`config.mk`:
```
export PLATFORM = sky130hd
export DESIGN_NAME = bmf_ctrl
export DESIGN_NICKNAME = d
export VERILOG_FILES = /design/src/rtl/bmf_pkg.sv /design/src/rtl/bmf_ctrl.sv
export SDC_FILE = /design/constraint.sdc
export NUM_CORES = 1
export LEC_CHECK = 0
export ABC_AREA = 1
export BUFFER_PORTS_ARGS = -buffer_cell sky130_fd_sc_hd__clkbuf_2
export CELL_PAD_IN_SITES_DETAIL_PLACEMENT = 1
export CELL_PAD_IN_SITES_GLOBAL_PLACEMENT = 2
export CORE_ASPECT_RATIO = 0.75
export CORE_UTILIZATION = 36
export DETAILED_ROUTE_END_ITERATION = 8
export HOLD_SLACK_MARGIN = 0.15
export PLACE_DENSITY_LB_ADDON = 0.15
export SLEW_MARGIN = 0
export SYNTH_ARGS = -nofsm -noshare
export SYNTH_HDL_FRONTEND = slang
export SYNTH_SLANG_ARGS = --single-unit
```
`constraint.sdc`:
```
create_clock -name clock -period 16.37 [get_ports clock]
set_input_delay 4.911 -clock clock [delete_from_list [all_inputs] [get_ports clock]]
set_output_delay 4.911 -clock clock [all_outputs]
set_load 0.1 [all_outputs]
```
`src/rtl/bmf_pkg.sv`:
```
// Package for the binary morphology filter: geometry constants, codes and the
// structs passed between the control, line store and window modules.
// No dependencies.
package bmf_pkg;

   localparam int MAX_WIDTH  = 1024;
   localparam int KERNEL_MAX = 7;
   localparam int LANES      = 8;
   localparam int LANE_W     = $clog2(LANES);
   localparam int MEM_DEPTH  = MAX_WIDTH / LANES + 2;
   localparam int MEM_AW     = $clog2(MEM_DEPTH);
   localparam int WORD_W     = LANES * KERNEL_MAX;
   localparam int BIT_W      = $clog2(WORD_W);
   localparam int COL_W      = $clog2(MAX_WIDTH);
   localparam int DIM_W      = 11;
   localparam int KDIM_W     = 3;
   localparam int MASK_W     = KERNEL_MAX * KERNEL_MAX;
   localparam int RMOD_W     = $clog2(KERNEL_MAX);
   localparam int CNT_W      = 21;
   localparam int CSR_IDX_W  = 3;
   localparam int CSR_DATA_W = 49;
   localparam int PIX_W      = 8;

   localparam logic [PIX_W-1:0] FG_VALUE = 8'd255;

   // operation modes
   localparam logic [1:0] MODE_BYPASS = 2'd0;
   localparam logic [1:0] MODE_ERODE  = 2'd1;
   localparam logic [1:0] MODE_DILATE = 2'd2;

   // register indexes
   localparam logic [CSR_IDX_W-1:0] REG_FRAME_WIDTH  = 3'd0;
   localparam logic [CSR_IDX_W-1:0] REG_FRAME_HEIGHT = 3'd1;
   localparam logic [CSR_IDX_W-1:0] REG_OP_MODE      = 3'd2;
   localparam logic [CSR_IDX_W-1:0] REG_KERNEL_COLS  = 3'd3;
   localparam logic [CSR_IDX_W-1:0] REG_KERNEL_ROWS  = 3'd4;
   localparam logic [CSR_IDX_W-1:0] REG_KERNEL_MASK  = 3'd5;

   // request kinds
   localparam logic REQ_PIXEL = 1'b0;
   localparam logic REQ_FLUSH = 1'b1;

   // window geometry of one output item, resolved at accept time
   typedef struct packed {
      logic                                 bypass;
      logic                                 erode;
      logic                                 last;
      logic [PIX_W-1:0]                     pixel;
      logic [KERNEL_MAX-1:0]                row_ok;
      logic [KERNEL_MAX-1:0][RMOD_W-1:0]    row_mod;
      logic [KERNEL_MAX-1:0]                col_ok;
      logic [LANE_W-1:0]                    lane_off;
      logic [MASK_W-1:0]                    used;
      logic [KERNEL_MAX-1:0]                patch_col;
      logic [RMOD_W-1:0]                    patch_row;
      logic                                 patch_val;
   } win_type;

   // line store access of one accepted item
   typedef struct packed {
      logic               wr_en;
      logic [MEM_AW-1:0]  wr_addr;
      logic [LANE_W-1:0]  wr_lane;
      logic [RMOD_W-1:0]  wr_row;
      logic               wr_bit;
      logic               rd_en;
      logic [MEM_AW-1:0]  rd_addr;
   } mem_req_type;

endpackage

```
`src/rtl/bmf_ctrl.sv`:
```
// Control of the morphology filter: configuration registers, frame position
// counters, line store addressing and window geometry. Depends on bmf_pkg.
module bmf_ctrl import bmf_pkg::*; (
   input  logic                  clock,
   input  logic                  reset,
   input  logic                  csr_write_enable,
   input  logic [CSR_IDX_W-1:0]  csr_index,
   input  logic [CSR_DATA_W-1:0] csr_write_data,
   input  logic                  req_fire,
   input  logic                  req_type,
   input  logic [PIX_W-1:0]      pixel_value,
   output logic                  emit_fire,
   output win_type               win,
   output mem_req_type           mem_req
);

   logic [DIM_W-1:0]  frame_width_ff, frame_height_ff;
   logic [1:0]        mode_ff;
   logic [KDIM_W-1:0] kcols_ff, krows_ff;
   logic [MASK_W-1:0] kmask_ff;

   logic [COL_W-1:0]  in_col_ff, in_col_in, out_col_ff, out_col_in;
   logic [DIM_W-1:0]  in_row_ff, in_row_in, out_row_ff, out_row_in;
   logic [RMOD_W-1:0] in_rmod_ff, in_rmod_in, out_rmod_ff, out_rmod_in;
   logic [CNT_W-1:0]  recv_ff, recv_in;

   logic [DIM_W-1:0]  w_eff, h_eff;
   logic [KDIM_W-1:0] kc_eff, kr_eff, cx, cy, lagc, lagr;
   logic [CNT_W-1:0]  lag, recv_nx;
   logic              morph, erode, flush, in_open, pixel_ok, emit, last, cfg_hit;
   logic [DIM_W-1:0]  in_col1, out_col1, wcc, cc;

   function automatic logic [RMOD_W-1:0] wrap_row(input logic [RMOD_W+1:0] v);
      logic [RMOD_W+1:0] r;
      if (v >= (RMOD_W+2)'(2 * KERNEL_MAX)) r = v - (RMOD_W+2)'(2 * KERNEL_MAX);
      else if (v >= (RMOD_W+2)'(KERNEL_MAX)) r = v - (RMOD_W+2)'(KERNEL_MAX);
      else r = v;
      return r[RMOD_W-1:0];
   endfunction

   // effective geometry
   always_comb begin
      if (frame_width_ff == '0) w_eff = DIM_W'(1);
      else if (frame_width_ff > DIM_W'(MAX_WIDTH)) w_eff = DIM_W'(MAX_WIDTH);
      else w_eff = frame_width_ff;
      h_eff  = (frame_height_ff == '0) ? DIM_W'(1) : frame_height_ff;
      kc_eff = (kcols_ff == '0) ? KDIM_W'(1) :
               (kcols_ff > KDIM_W'(KERNEL_MAX)) ? KDIM_W'(KERNEL_MAX) : kcols_ff;
      kr_eff = (krows_ff == '0) ? KDIM_W'(1) :
               (krows_ff > KDIM_W'(KERNEL_MAX)) ? KDIM_W'(KERNEL_MAX) : krows_ff;
      cx   = kc_eff >> 1;
      cy   = kr_eff >> 1;
      lagc = kc_eff - KDIM_W'(1) - cx;
      lagr = kr_eff - KDIM_W'(1) - cy;
      lag  = CNT_W'(lagr) * CNT_W'(w_eff) + CNT_W'(lagc);
   end

   // decide what the item does
   always_comb begin
      morph    = (mode_ff == MODE_ERODE) || (mode_ff == MODE_DILATE);
      erode    = (mode_ff == MODE_ERODE);
      flush    = (req_type == REQ_FLUSH);
      in_open  = (in_row_ff < h_eff);
      recv_nx  = recv_ff + CNT_W'(1);
      pixel_ok = !flush && (!morph || in_open);
      if (!morph) emit = !flush;
      else if (flush) emit = !in_open;
      else emit = in_open && (recv_nx > lag);
      last = (out_row_ff == h_eff - DIM_W'(1)) &&
             ({1'b0, out_col_ff} == w_eff - DIM_W'(1));
   end

   assign emit_fire = req_fire && emit;

   // advance counters
   always_comb begin
      in_col1  = {1'b0, in_col_ff} + DIM_W'(1);
      out_col1 = {1'b0, out_col_ff} + DIM_W'(1);
      in_col_in = in_col_ff; in_row_in = in_row_ff; in_rmod_in = in_rmod_ff;
      recv_in = recv_ff;
      out_col_in = out_col_ff; out_row_in = out_row_ff; out_rmod_in = out_rmod_ff;
      if (req_fire && pixel_ok) begin
         recv_in = recv_nx;
         if (in_col1 >= w_eff) begin
            in_col_in  = '0;
            in_row_in  = in_row_ff + DIM_W'(1);
            in_rmod_in = (in_rmod_ff == RMOD_W'(KERNEL_MAX - 1)) ? '0
                       : in_rmod_ff + RMOD_W'(1);
         end else begin
            in_col_in = in_col1[COL_W-1:0];
         end
      end
      if (emit_fire) begin
         if (out_col1 >= w_eff) begin
            out_col_in  = '0;
            out_row_in  = out_row_ff + DIM_W'(1);
            out_rmod_in = (out_rmod_ff == RMOD_W'(KERNEL_MAX - 1)) ? '0
                        : out_rmod_ff + RMOD_W'(1);
         end else begin
            out_col_in = out_col1[COL_W-1:0];
         end
      end
      // restart the frame after its last output
      if (emit_fire && last) begin
         in_col_in = '0; in_row_in = '0; in_rmod_in = '0; recv_in = '0;
         out_col_in = '0; out_row_in = '0; out_rmod_in = '0;
      end
   end

   // configuration decode
   always_comb begin
      unique case (csr_index)
         REG_FRAME_WIDTH, REG_FRAME_HEIGHT, REG_OP_MODE,
         REG_KERNEL_COLS, REG_KERNEL_ROWS, REG_KERNEL_MASK: cfg_hit = 1'b1;
         default: cfg_hit = 1'b0;
      endcase
   end

   always_ff @(posedge clock) begin
      if (reset) begin
         frame_width_ff  <= DIM_W'(1024);
         frame_height_ff <= DIM_W'(1024);
         mode_ff         <= MODE_ERODE;
         kcols_ff        <= KDIM_W'(3);
         krows_ff        <= KDIM_W'(3);
         kmask_ff        <= MASK_W'(115591);
      end else if (csr_write_enable) begin
         unique case (csr_index)
            REG_FRAME_WIDTH:  frame_width_ff  <= csr_write_data[DIM_W-1:0];
            REG_FRAME_HEIGHT: frame_height_ff <= csr_write_data[DIM_W-1:0];
            REG_OP_MODE:      mode_ff         <= csr_write_data[1:0];
            REG_KERNEL_COLS:  kcols_ff        <= csr_write_data[KDIM_W-1:0];
            REG_KERNEL_ROWS:  krows_ff        <= csr_write_data[KDIM_W-1:0];
            REG_KERNEL_MASK:  kmask_ff        <= csr_write_data[MASK_W-1:0];
            default: ;
         endcase
      end
   end

   always_ff @(posedge clock) begin
      if (reset || (csr_write_enable && cfg_hit)) begin
         in_col_ff <= '0; in_row_ff <= '0; in_rmod_ff <= '0; recv_ff <= '0;
         out_col_ff <= '0; out_row_ff <= '0; out_rmod_ff <= '0;
      end else begin
         in_col_ff <= in_col_in; in_row_ff <= in_row_in; in_rmod_ff <= in_rmod_in;
         recv_ff <= recv_in;
         out_col_ff <= out_col_in; out_row_ff <= out_row_in; out_rmod_ff <= out_rmod_in;
      end
   end

   // line store access: write the new bit, read the words under the window
   always_comb begin
      wcc = {1'b0, in_col_ff} + DIM_W'(LANES);
      cc  = {1'b0, out_col_ff} + DIM_W'(LANES) - DIM_W'(cx);
      mem_req.wr_en   = req_fire && morph && !flush && in_open;
      mem_req.wr_addr = MEM_AW'(wcc >> LANE_W);
      mem_req.wr_lane = wcc[LANE_W-1:0];
      mem_req.wr_row  = in_rmod_ff;
      mem_req.wr_bit  = (pixel_value != '0);
      mem_req.rd_en   = emit_fire;
      mem_req.rd_addr = MEM_AW'(cc >> LANE_W);
   end

   // window geometry around the output position
   always_comb begin
      logic [DIM_W:0] rr;
      logic [DIM_W:0] cm;
      win.bypass    = !morph;
      win.erode     = erode;
      win.last      = last;
      win.pixel     = pixel_value;
      win.lane_off  = cc[LANE_W-1:0];
      win.patch_row = in_rmod_ff;
      win.patch_val = (pixel_value != '0);
      for (int n = 0; n < KERNEL_MAX; n++) begin
         rr = {1'b0, out_row_ff} + (DIM_W+1)'(n);
         win.row_ok[n] = (rr >= (DIM_W+1)'(cy)) &&
                         (rr - (DIM_W+1)'(cy) < {1'b0, h_eff});
         win.row_mod[n] = wrap_row((RMOD_W+2)'(out_rmod_ff) + (RMOD_W+2)'(n) +
                                   (RMOD_W+2)'(KERNEL_MAX) - (RMOD_W+2)'(cy));
      end
      for (int m = 0; m < KERNEL_MAX; m++) begin
         cm = (DIM_W+1)'(out_col_ff) + (DIM_W+1)'(m);
         win.col_ok[m] = (cm >= (DIM_W+1)'(cx)) &&
                         (cm - (DIM_W+1)'(cx) < {1'b0, w_eff});
         win.patch_col[m] = mem_req.wr_en && (cm >= (DIM_W+1)'(cx)) &&
                            (cm - (DIM_W+1)'(cx) == (DIM_W+1)'(in_col_ff));
      end
      for (int n = 0; n < KERNEL_MAX; n++) begin
         for (int m = 0; m < KERNEL_MAX; m++) begin
            win.used[n * KERNEL_MAX + m] = kmask_ff[n * KERNEL_MAX + m] &&
               (KDIM_W'(n) < kr_eff) && (KDIM_W'(m) < kc_eff);
         end
      end
   end

endmodule

```
==> flow_metrics.env, run 1 <==
export IMPL_clockRootBuffer="clkbuf_16"
export IMPL_max_stage_delay_ps=600
export IMPL_nets=3798
export IMPL_die_area_um2=58700
export IMPL_postCtsResizedCells=0
export IMPL_worst_path_most_repeated_cell="nand2_1"
export IMPL_p_sw_share_pct=43.9
export IMPL_skew_ps=18.7
export IMPL_yosysWarnings=0
export IMPL_required_ps=11460
export IMPL_cp_start_kind="register"
export IMPL_areaGrowthSynthToFinish_pct=10.1
export IMPL_syn_nets=3668
export IMPL_power_density_nw_per_um2=54.1
export IMPL_ir_drop_mv=0.0644
export IMPL_synth_seq_area_share_pct=14.3
export IMPL_relSlewSlack_pct=19.4
export IMPL_grt_pass1_wl_um=129000
export IMPL_min_period_ps=13020
export IMPL_crit_path_max_fanout=13
export IMPL_seqPwrFrac_pct=30.6
export IMPL_arrival_ps=8110
export IMPL_finalHoldViolCount=0
export IMPL_cts_setup_buffers=0
export IMPL_synth_edf_count=0
export IMPL_maxCapViolations=0
export IMPL_yosysTopAreaCellShare_pct=18.2
export IMPL_overflow=0
export IMPL_start_util_pct=36.8
export IMPL_switchingPower_mw=0.543
export IMPL_dp_hpwl_um=66000
export IMPL_status="completed"
export IMPL_hold_class="register to register"
export IMPL_synthTopCellsByCount="nand2_1, nor2_1, inv_1"
export IMPL_clock_latency_ps=460
export IMPL_antenna_cells=0
export IMPL_netlist_top_cells_area="ha_1, dfxtp_1, nand2_1"
export IMPL_yosysUniqueCellTypes=56
export IMPL_drt_pass1_iterations=5
export IMPL_cts_sinks=148
export IMPL_h_tree_depth=4
export IMPL_synthArstFlopShare_pct=0
export IMPL_die_w_um=279
export IMPL_cts_tree="done"
export IMPL_cts_buffers=17
export IMPL_drt_iter0_markers=1326
export IMPL_cp_slowest_cell="dfxtp_1"
export IMPL_die_h_um=210
export IMPL_gp_congestion=0.957
export IMPL_grtUsageTotal_pct=28.3
export IMPL_hold_ws_ps=467
export IMPL_ctsHoldBuffers=0
export IMPL_synth_most_common_cell="nand2_1"
export IMPL_grt_setup_unrepaired="false"
export IMPL_crit_type="register to output pin"
export IMPL_pwr_share_clk_pct=31.1
export IMPL_coreArea_um2=56500
export IMPL_post_route_period_util_pct=79.5
export IMPL_final_setup_viol_count=0
export IMPL_synthFlopType="dfxtp_1"
export IMPL_via_count=22000
export IMPL_yosys_area_top_type="ha_1"
export IMPL_grt_pass1_vias=22500
export IMPL_drive_gt1_share_pct=8.40
export IMPL_tightest_slew_ps=1210
export IMPL_leakage_nw=11.9
export IMPL_clkTransAtPathRegs_ps=70
export IMPL_startpoint="krows_ff[1]"
export IMPL_p_int_mw=0.693
export IMPL_pin_count=200
export IMPL_critPathCaptureType="output pin"
export IMPL_ys_ff_latch=148
export IMPL_fp_row_count=75
export IMPL_fmax_mhz=76.8
export IMPL_setup_tns_ps=0
export IMPL_drt_total_wl_um=82900
export IMPL_grt_antenna_before_repair=0
export IMPL_vias_per_cell=5.25
export IMPL_clock_path_buffers=2
export IMPL_avgRoutedWirePerCell_um=19.8
export IMPL_synthCells=3272
export IMPL_min_from="kmask_ff[2]"
export IMPL_slew_viol_final=0
export IMPL_syn_avg_cell_area_um2=6.35
export IMPL_io_buffers=199
export IMPL_ant_nets=0
export IMPL_grt_max_degree=79
export IMPL_drc=0
export IMPL_netlist_area_um2=20800
export IMPL_r2r_start="krows_ff[1]"
export IMPL_share_comb_of_total_power_pct=38.3
per-stage QoR:
step,setup slack [ps],power (mW),area [µm²],std cells,utilization [%]
6_report,3350,1.24,22900,4185,40.5
5_1_grt,2730,1.31,22900,4185,40.5
4_1_cts,3280,1.25,22900,4185,40.5
3_5_place_dp,3830,0.857,22300,4153,39.5
3_3_place_gp,4190,0.844,22300,4153,39.5
2_1_floorplan,2240,0.740,20800,3272,-
worst max-delay path, delay by kind of cell, from the launching register on:
kind | cells | cell delay, ps
DFF | 1 | 600
and+or+nand+nor | 10 | 1760
buffers and inverters | 5 | 980
xor gates and xnor gates | 2 | 450
adders and majority gates | 6 | 2240
AOI/OAI and AO/OA | 8 | 1610
worst paths after layout:
| check | end | slack [ps] | cells past startpoint |
|---|---|---|---|
| worst max-delay path | mem_req[8] | 3350 | 31 |
| worst min-delay path | kmask_ff[2] | 470 | 2 |
| worst max register to register | out_row_ff[9] | 7460 | 34 |
| worst min register to register | kmask_ff[2] | 470 | 2 |
power groups by stage:
stage	Clock [mW]	Combinational (mW)	Sequential, mW
2_1_floorplan	0	0.359	0.381
3_3_place_gp	0	0.459	0.385
3_5_place_dp	0	0.471	0.386
4_1_cts	0.397	0.474	0.378
5_1_grt	0.413	0.518	0.379
6_report	0.385	0.474	0.378
cells in the final DEF (no fill, tap or decap), types with 9 or more instances in the layout:
master,instances
ha_1,302
xor2_1,252
buf_4,11
o211ai_1,10
inv_2,9
nor4_1,18
clkbuf_16,17
o21ai_0,172
o21a_1,12
xnor2_1,30
a211oi_1,12
nor3_1,55
nor3b_1,12
nand3_1,168
a21oi_1,150
fa_1,29
or2_2,16
inv_1,420
clkbuf_2,199
clkinv_1,12
nand4_1,67
dfxtp_1,148
o21bai_1,10
nand2_1,690
nor2_1,510
layout make-up:
class / instances / area [µm²]
clock buffer: 19 / 443
clock inverter: 13 / 120
fill: 7554 / 33600
inverter: 441 / 1660
multi-input combinational: 2584 / 15600
sequential: 148 / 2960
tap: 770 / 963
timing repair buffer: 210 / 1080
registers in the layout, indices dropped and copies added (netlist names), 10 cells and up:
register / count
in_row_ff: 11
kmask_ff: 49
in_col_ff: 10
out_row_ff: 11
out_col_ff: 10
frame_width_ff: 11
recv_ff: 21
frame_height_ff: 11
layer usage:
metal | GRT usage, % | part of all wire (%)
met1 | 41.8 | 51
met4 | 5.68 | 1.5
met5 | 0 | 0
met2 | 43.5 | 42
met3 | 3.61 | 5.3
cell families after synthesis:
logic type               synth area share, %
XOR/XNOR                                12.0
adder cells (fa/ha/maj)                 21.0
flip-flops                              14.3
AO/OA/AOI/OAI                           10.7
buffers and inverters                   10.4
AND/OR/NAND/NOR                         31.6
Note: power is estimated with default switching activity, not from simulation.
==> run 2: changes to the inputs <==
--- a/config.mk
+++ b/config.mk
@@ -10,7 +10,7 @@
 export CELL_PAD_IN_SITES_DETAIL_PLACEMENT = 1
 export CELL_PAD_IN_SITES_GLOBAL_PLACEMENT = 2
 export CORE_ASPECT_RATIO = 0.75
-export CORE_UTILIZATION = 36
+export CORE_UTILIZATION = 30
 export DETAILED_ROUTE_END_ITERATION = 8
 export HOLD_SLACK_MARGIN = 0.15
 export PLACE_DENSITY_LB_ADDON = 0.15
==> constraint.sdc (replaced) <==
create_clock -name clock -period 11.1 [get_ports clock]
set_input_delay 3.33 -clock clock [delete_from_list [all_inputs] [get_ports clock]]
set_output_delay 3.33 -clock clock [all_outputs]
set_load 0.1 [all_outputs]
==> flow_metrics.env, run 2 (synthesized netlist as in run 1, its figures left out) <==
export IMPL_status="completed"
export IMPL_cp_slowest_cell="fa_1"
export IMPL_start_util_pct=30.3
export IMPL_top_register="kmask_ff"
export IMPL_clkTransAtPathRegs_ps=70
export IMPL_final_common_cell="nand2_1"
export IMPL_die_w_um=306
export IMPL_finalHoldViolCount=0
export IMPL_skew_ps=19.6
export IMPL_dp_hpwl_um=66800
export IMPL_rr_worst_depth=35
export IMPL_post_route_period_util_pct=94.0
export IMPL_crit_path_max_fanout=11
export IMPL_crit_type="register to output pin"
export IMPL_grt_setup_unrepaired="false"
export IMPL_r2r_start="krows_ff[1]"
export IMPL_coreArea_um2=68400
export IMPL_via_count=21700
export IMPL_drc=0
export IMPL_die_h_um=230
export IMPL_min_period_ps=10430
export IMPL_die_area_um2=70300
export IMPL_cts_sinks=148
export IMPL_cts_buffers=17
export IMPL_avgRoutedWirePerCell_um=19.4
export IMPL_io_buffers=199
export IMPL_clock_path_buffers=2
export IMPL_h_tree_depth=4
export IMPL_gp_congestion=0.899
export IMPL_final_setup_worst_slack_ps=669
export IMPL_drt_total_wl_um=83500
export IMPL_overflow=0
export IMPL_largest_reg_flops=49
export IMPL_slew_viol_final=0
export IMPL_max_stage_delay_ps=610
export IMPL_ctsHoldBuffers=0
export IMPL_fp_row_count=83
export IMPL_required_ps=7770
export IMPL_cts_tree="done"
export IMPL_fmax_mhz=95.9
export IMPL_maxCapViolations=0
export IMPL_dpl_worst_slack_ps=1110
export IMPL_r2r_slack_ps=3000
export IMPL_final_cell_mix="nand2_1, nor2_1, inv_1"
export IMPL_drt_iter0_markers=1001
export IMPL_worst_path_most_repeated_cell="nand2_1"
export IMPL_drive_gt1_share_pct=8.68
export IMPL_tightest_slew_ps=1170
export IMPL_dp_cells=4283
export IMPL_postCtsResizedCells=0
export IMPL_power_density_nw_per_um2=80.1
export IMPL_vias_per_cell=5.02
export IMPL_grt_max_degree=67
export IMPL_top_regs="kmask_ff (49), recv_ff (21)"
export IMPL_final_setup_viol_count=0
export IMPL_setup_tns_ps=0
export IMPL_antenna_cells=0
export IMPL_clockRootBuffer="clkbuf_16"
export IMPL_clock_latency_ps=470
export IMPL_grtUsageTotal_pct=23.7
export IMPL_grt_pass1_vias=22300
export IMPL_r2r_end="in_row_ff[10]"
export IMPL_cts_setup_buffers=0
export IMPL_stdcell_count=4315
export IMPL_hold_depth=2
export IMPL_areaGrowthSynthToFinish_pct=11.6
export IMPL_ir_drop_mv=0.116
export IMPL_drt_pass1_iterations=5
export IMPL_arrival_ps=7100
export IMPL_min_from="kmask_ff[9]"
export IMPL_pin_count=200
export IMPL_grt_pass1_wl_um=130000
export IMPL_hold_class="register to register"
export IMPL_critPathCaptureType="output pin"
export IMPL_grt_antenna_before_repair=0
export IMPL_relSlewSlack_pct=21.8
export IMPL_nets=3806
export IMPL_leakage_nw=12.0
export IMPL_ant_nets=0
export IMPL_cp_start_kind="register"
export IMPL_hold_end="kmask_ff[9]"
-- run 2: cell types whose count changed in the layout (fill, tap and decap cells not counted), moves of 2 or more --
cell,previous run,this run
buf_4,11,19
clkinv_8,1,5
inv_8,1,4
buf_12,0,2
clkbuf_2,199,197
clkinvlp_4,3,1
inv_6,5,3
-- run 2: power by group --
group          leakage [nW]  total (mW)  internal, mW  switching (mW)
clock network         0.290       0.601         0.303           0.298
logic                  10.5       0.700         0.182           0.518
registers              1.20       0.556         0.542          0.0141
total                  12.0        1.86          1.03           0.830
-- run 2: area by class of cell --
| cell class | instances | area [µm²] |
|---|---|---|
| Multi-Input combinational cell | 2584 | 15700 |
| Clock inverter | 15 | 178 |
| Sequential cell | 148 | 2960 |
| Tap cell | 892 | 1120 |
| Fill cell | 8862 | 45300 |
| Timing Repair Buffer | 218 | 1170 |
| Inverter | 441 | 1660 |
| Clock buffer | 17 | 425 |
-- run 2: per-layer routing --
metal / track usage (%) / part of all wire (%) / vias to the layer above
li1: - / - / 10800
met1: 34.5 / 51 / 10400
met2: 36.6 / 42 / 418
met3: 3.75 / 5.0 / 82
met4: 4.93 / 1.6 / 0
met5: 0 / 0 / -
-- run 2: worst max-delay path by stage --
stage                            from          to  slack [ps]  depth (start not counted)
after floorplan              req_fire      win[4]         130                          3
after global placement    krows_ff[1]  mem_req[8]        1330                         33
after detailed placement  krows_ff[1]  mem_req[8]        1110                         31
after CTS                 krows_ff[1]  mem_req[8]         570                         33
after global routing      krows_ff[1]  mem_req[8]          10                         33
final                     krows_ff[1]  mem_req[8]         670                         31
-- run 2: through the flow --
| step | area [µm²] | total power, mW | hold WS (ps) | utilization [%] |
|---|---|---|---|---|
| 2_1_floorplan | 20800 | 1.09 | 429 | - |
| 3_3_place_gp | 22600 | 1.25 | 439 | 33.0 |
| 3_5_place_dp | 22600 | 1.27 | 447 | 33.0 |
| 4_1_cts | 23200 | 1.89 | 465 | 33.9 |
| 5_1_grt | 23200 | 1.97 | 483 | 33.9 |
| 6_report | 23200 | 1.86 | 462 | 33.9 |
-- run 2: worst max-delay path, delay by kind of cell, from the launching register on --
family	cells	cell delay [ps]
AND/OR/NAND/NOR	10	1590
AO/OA/AOI/OAI	8	1450
buffers and inverters	5	570
flip-flops	1	330
XOR/XNOR	2	400
adder cells (fa/ha/maj)	6	2290
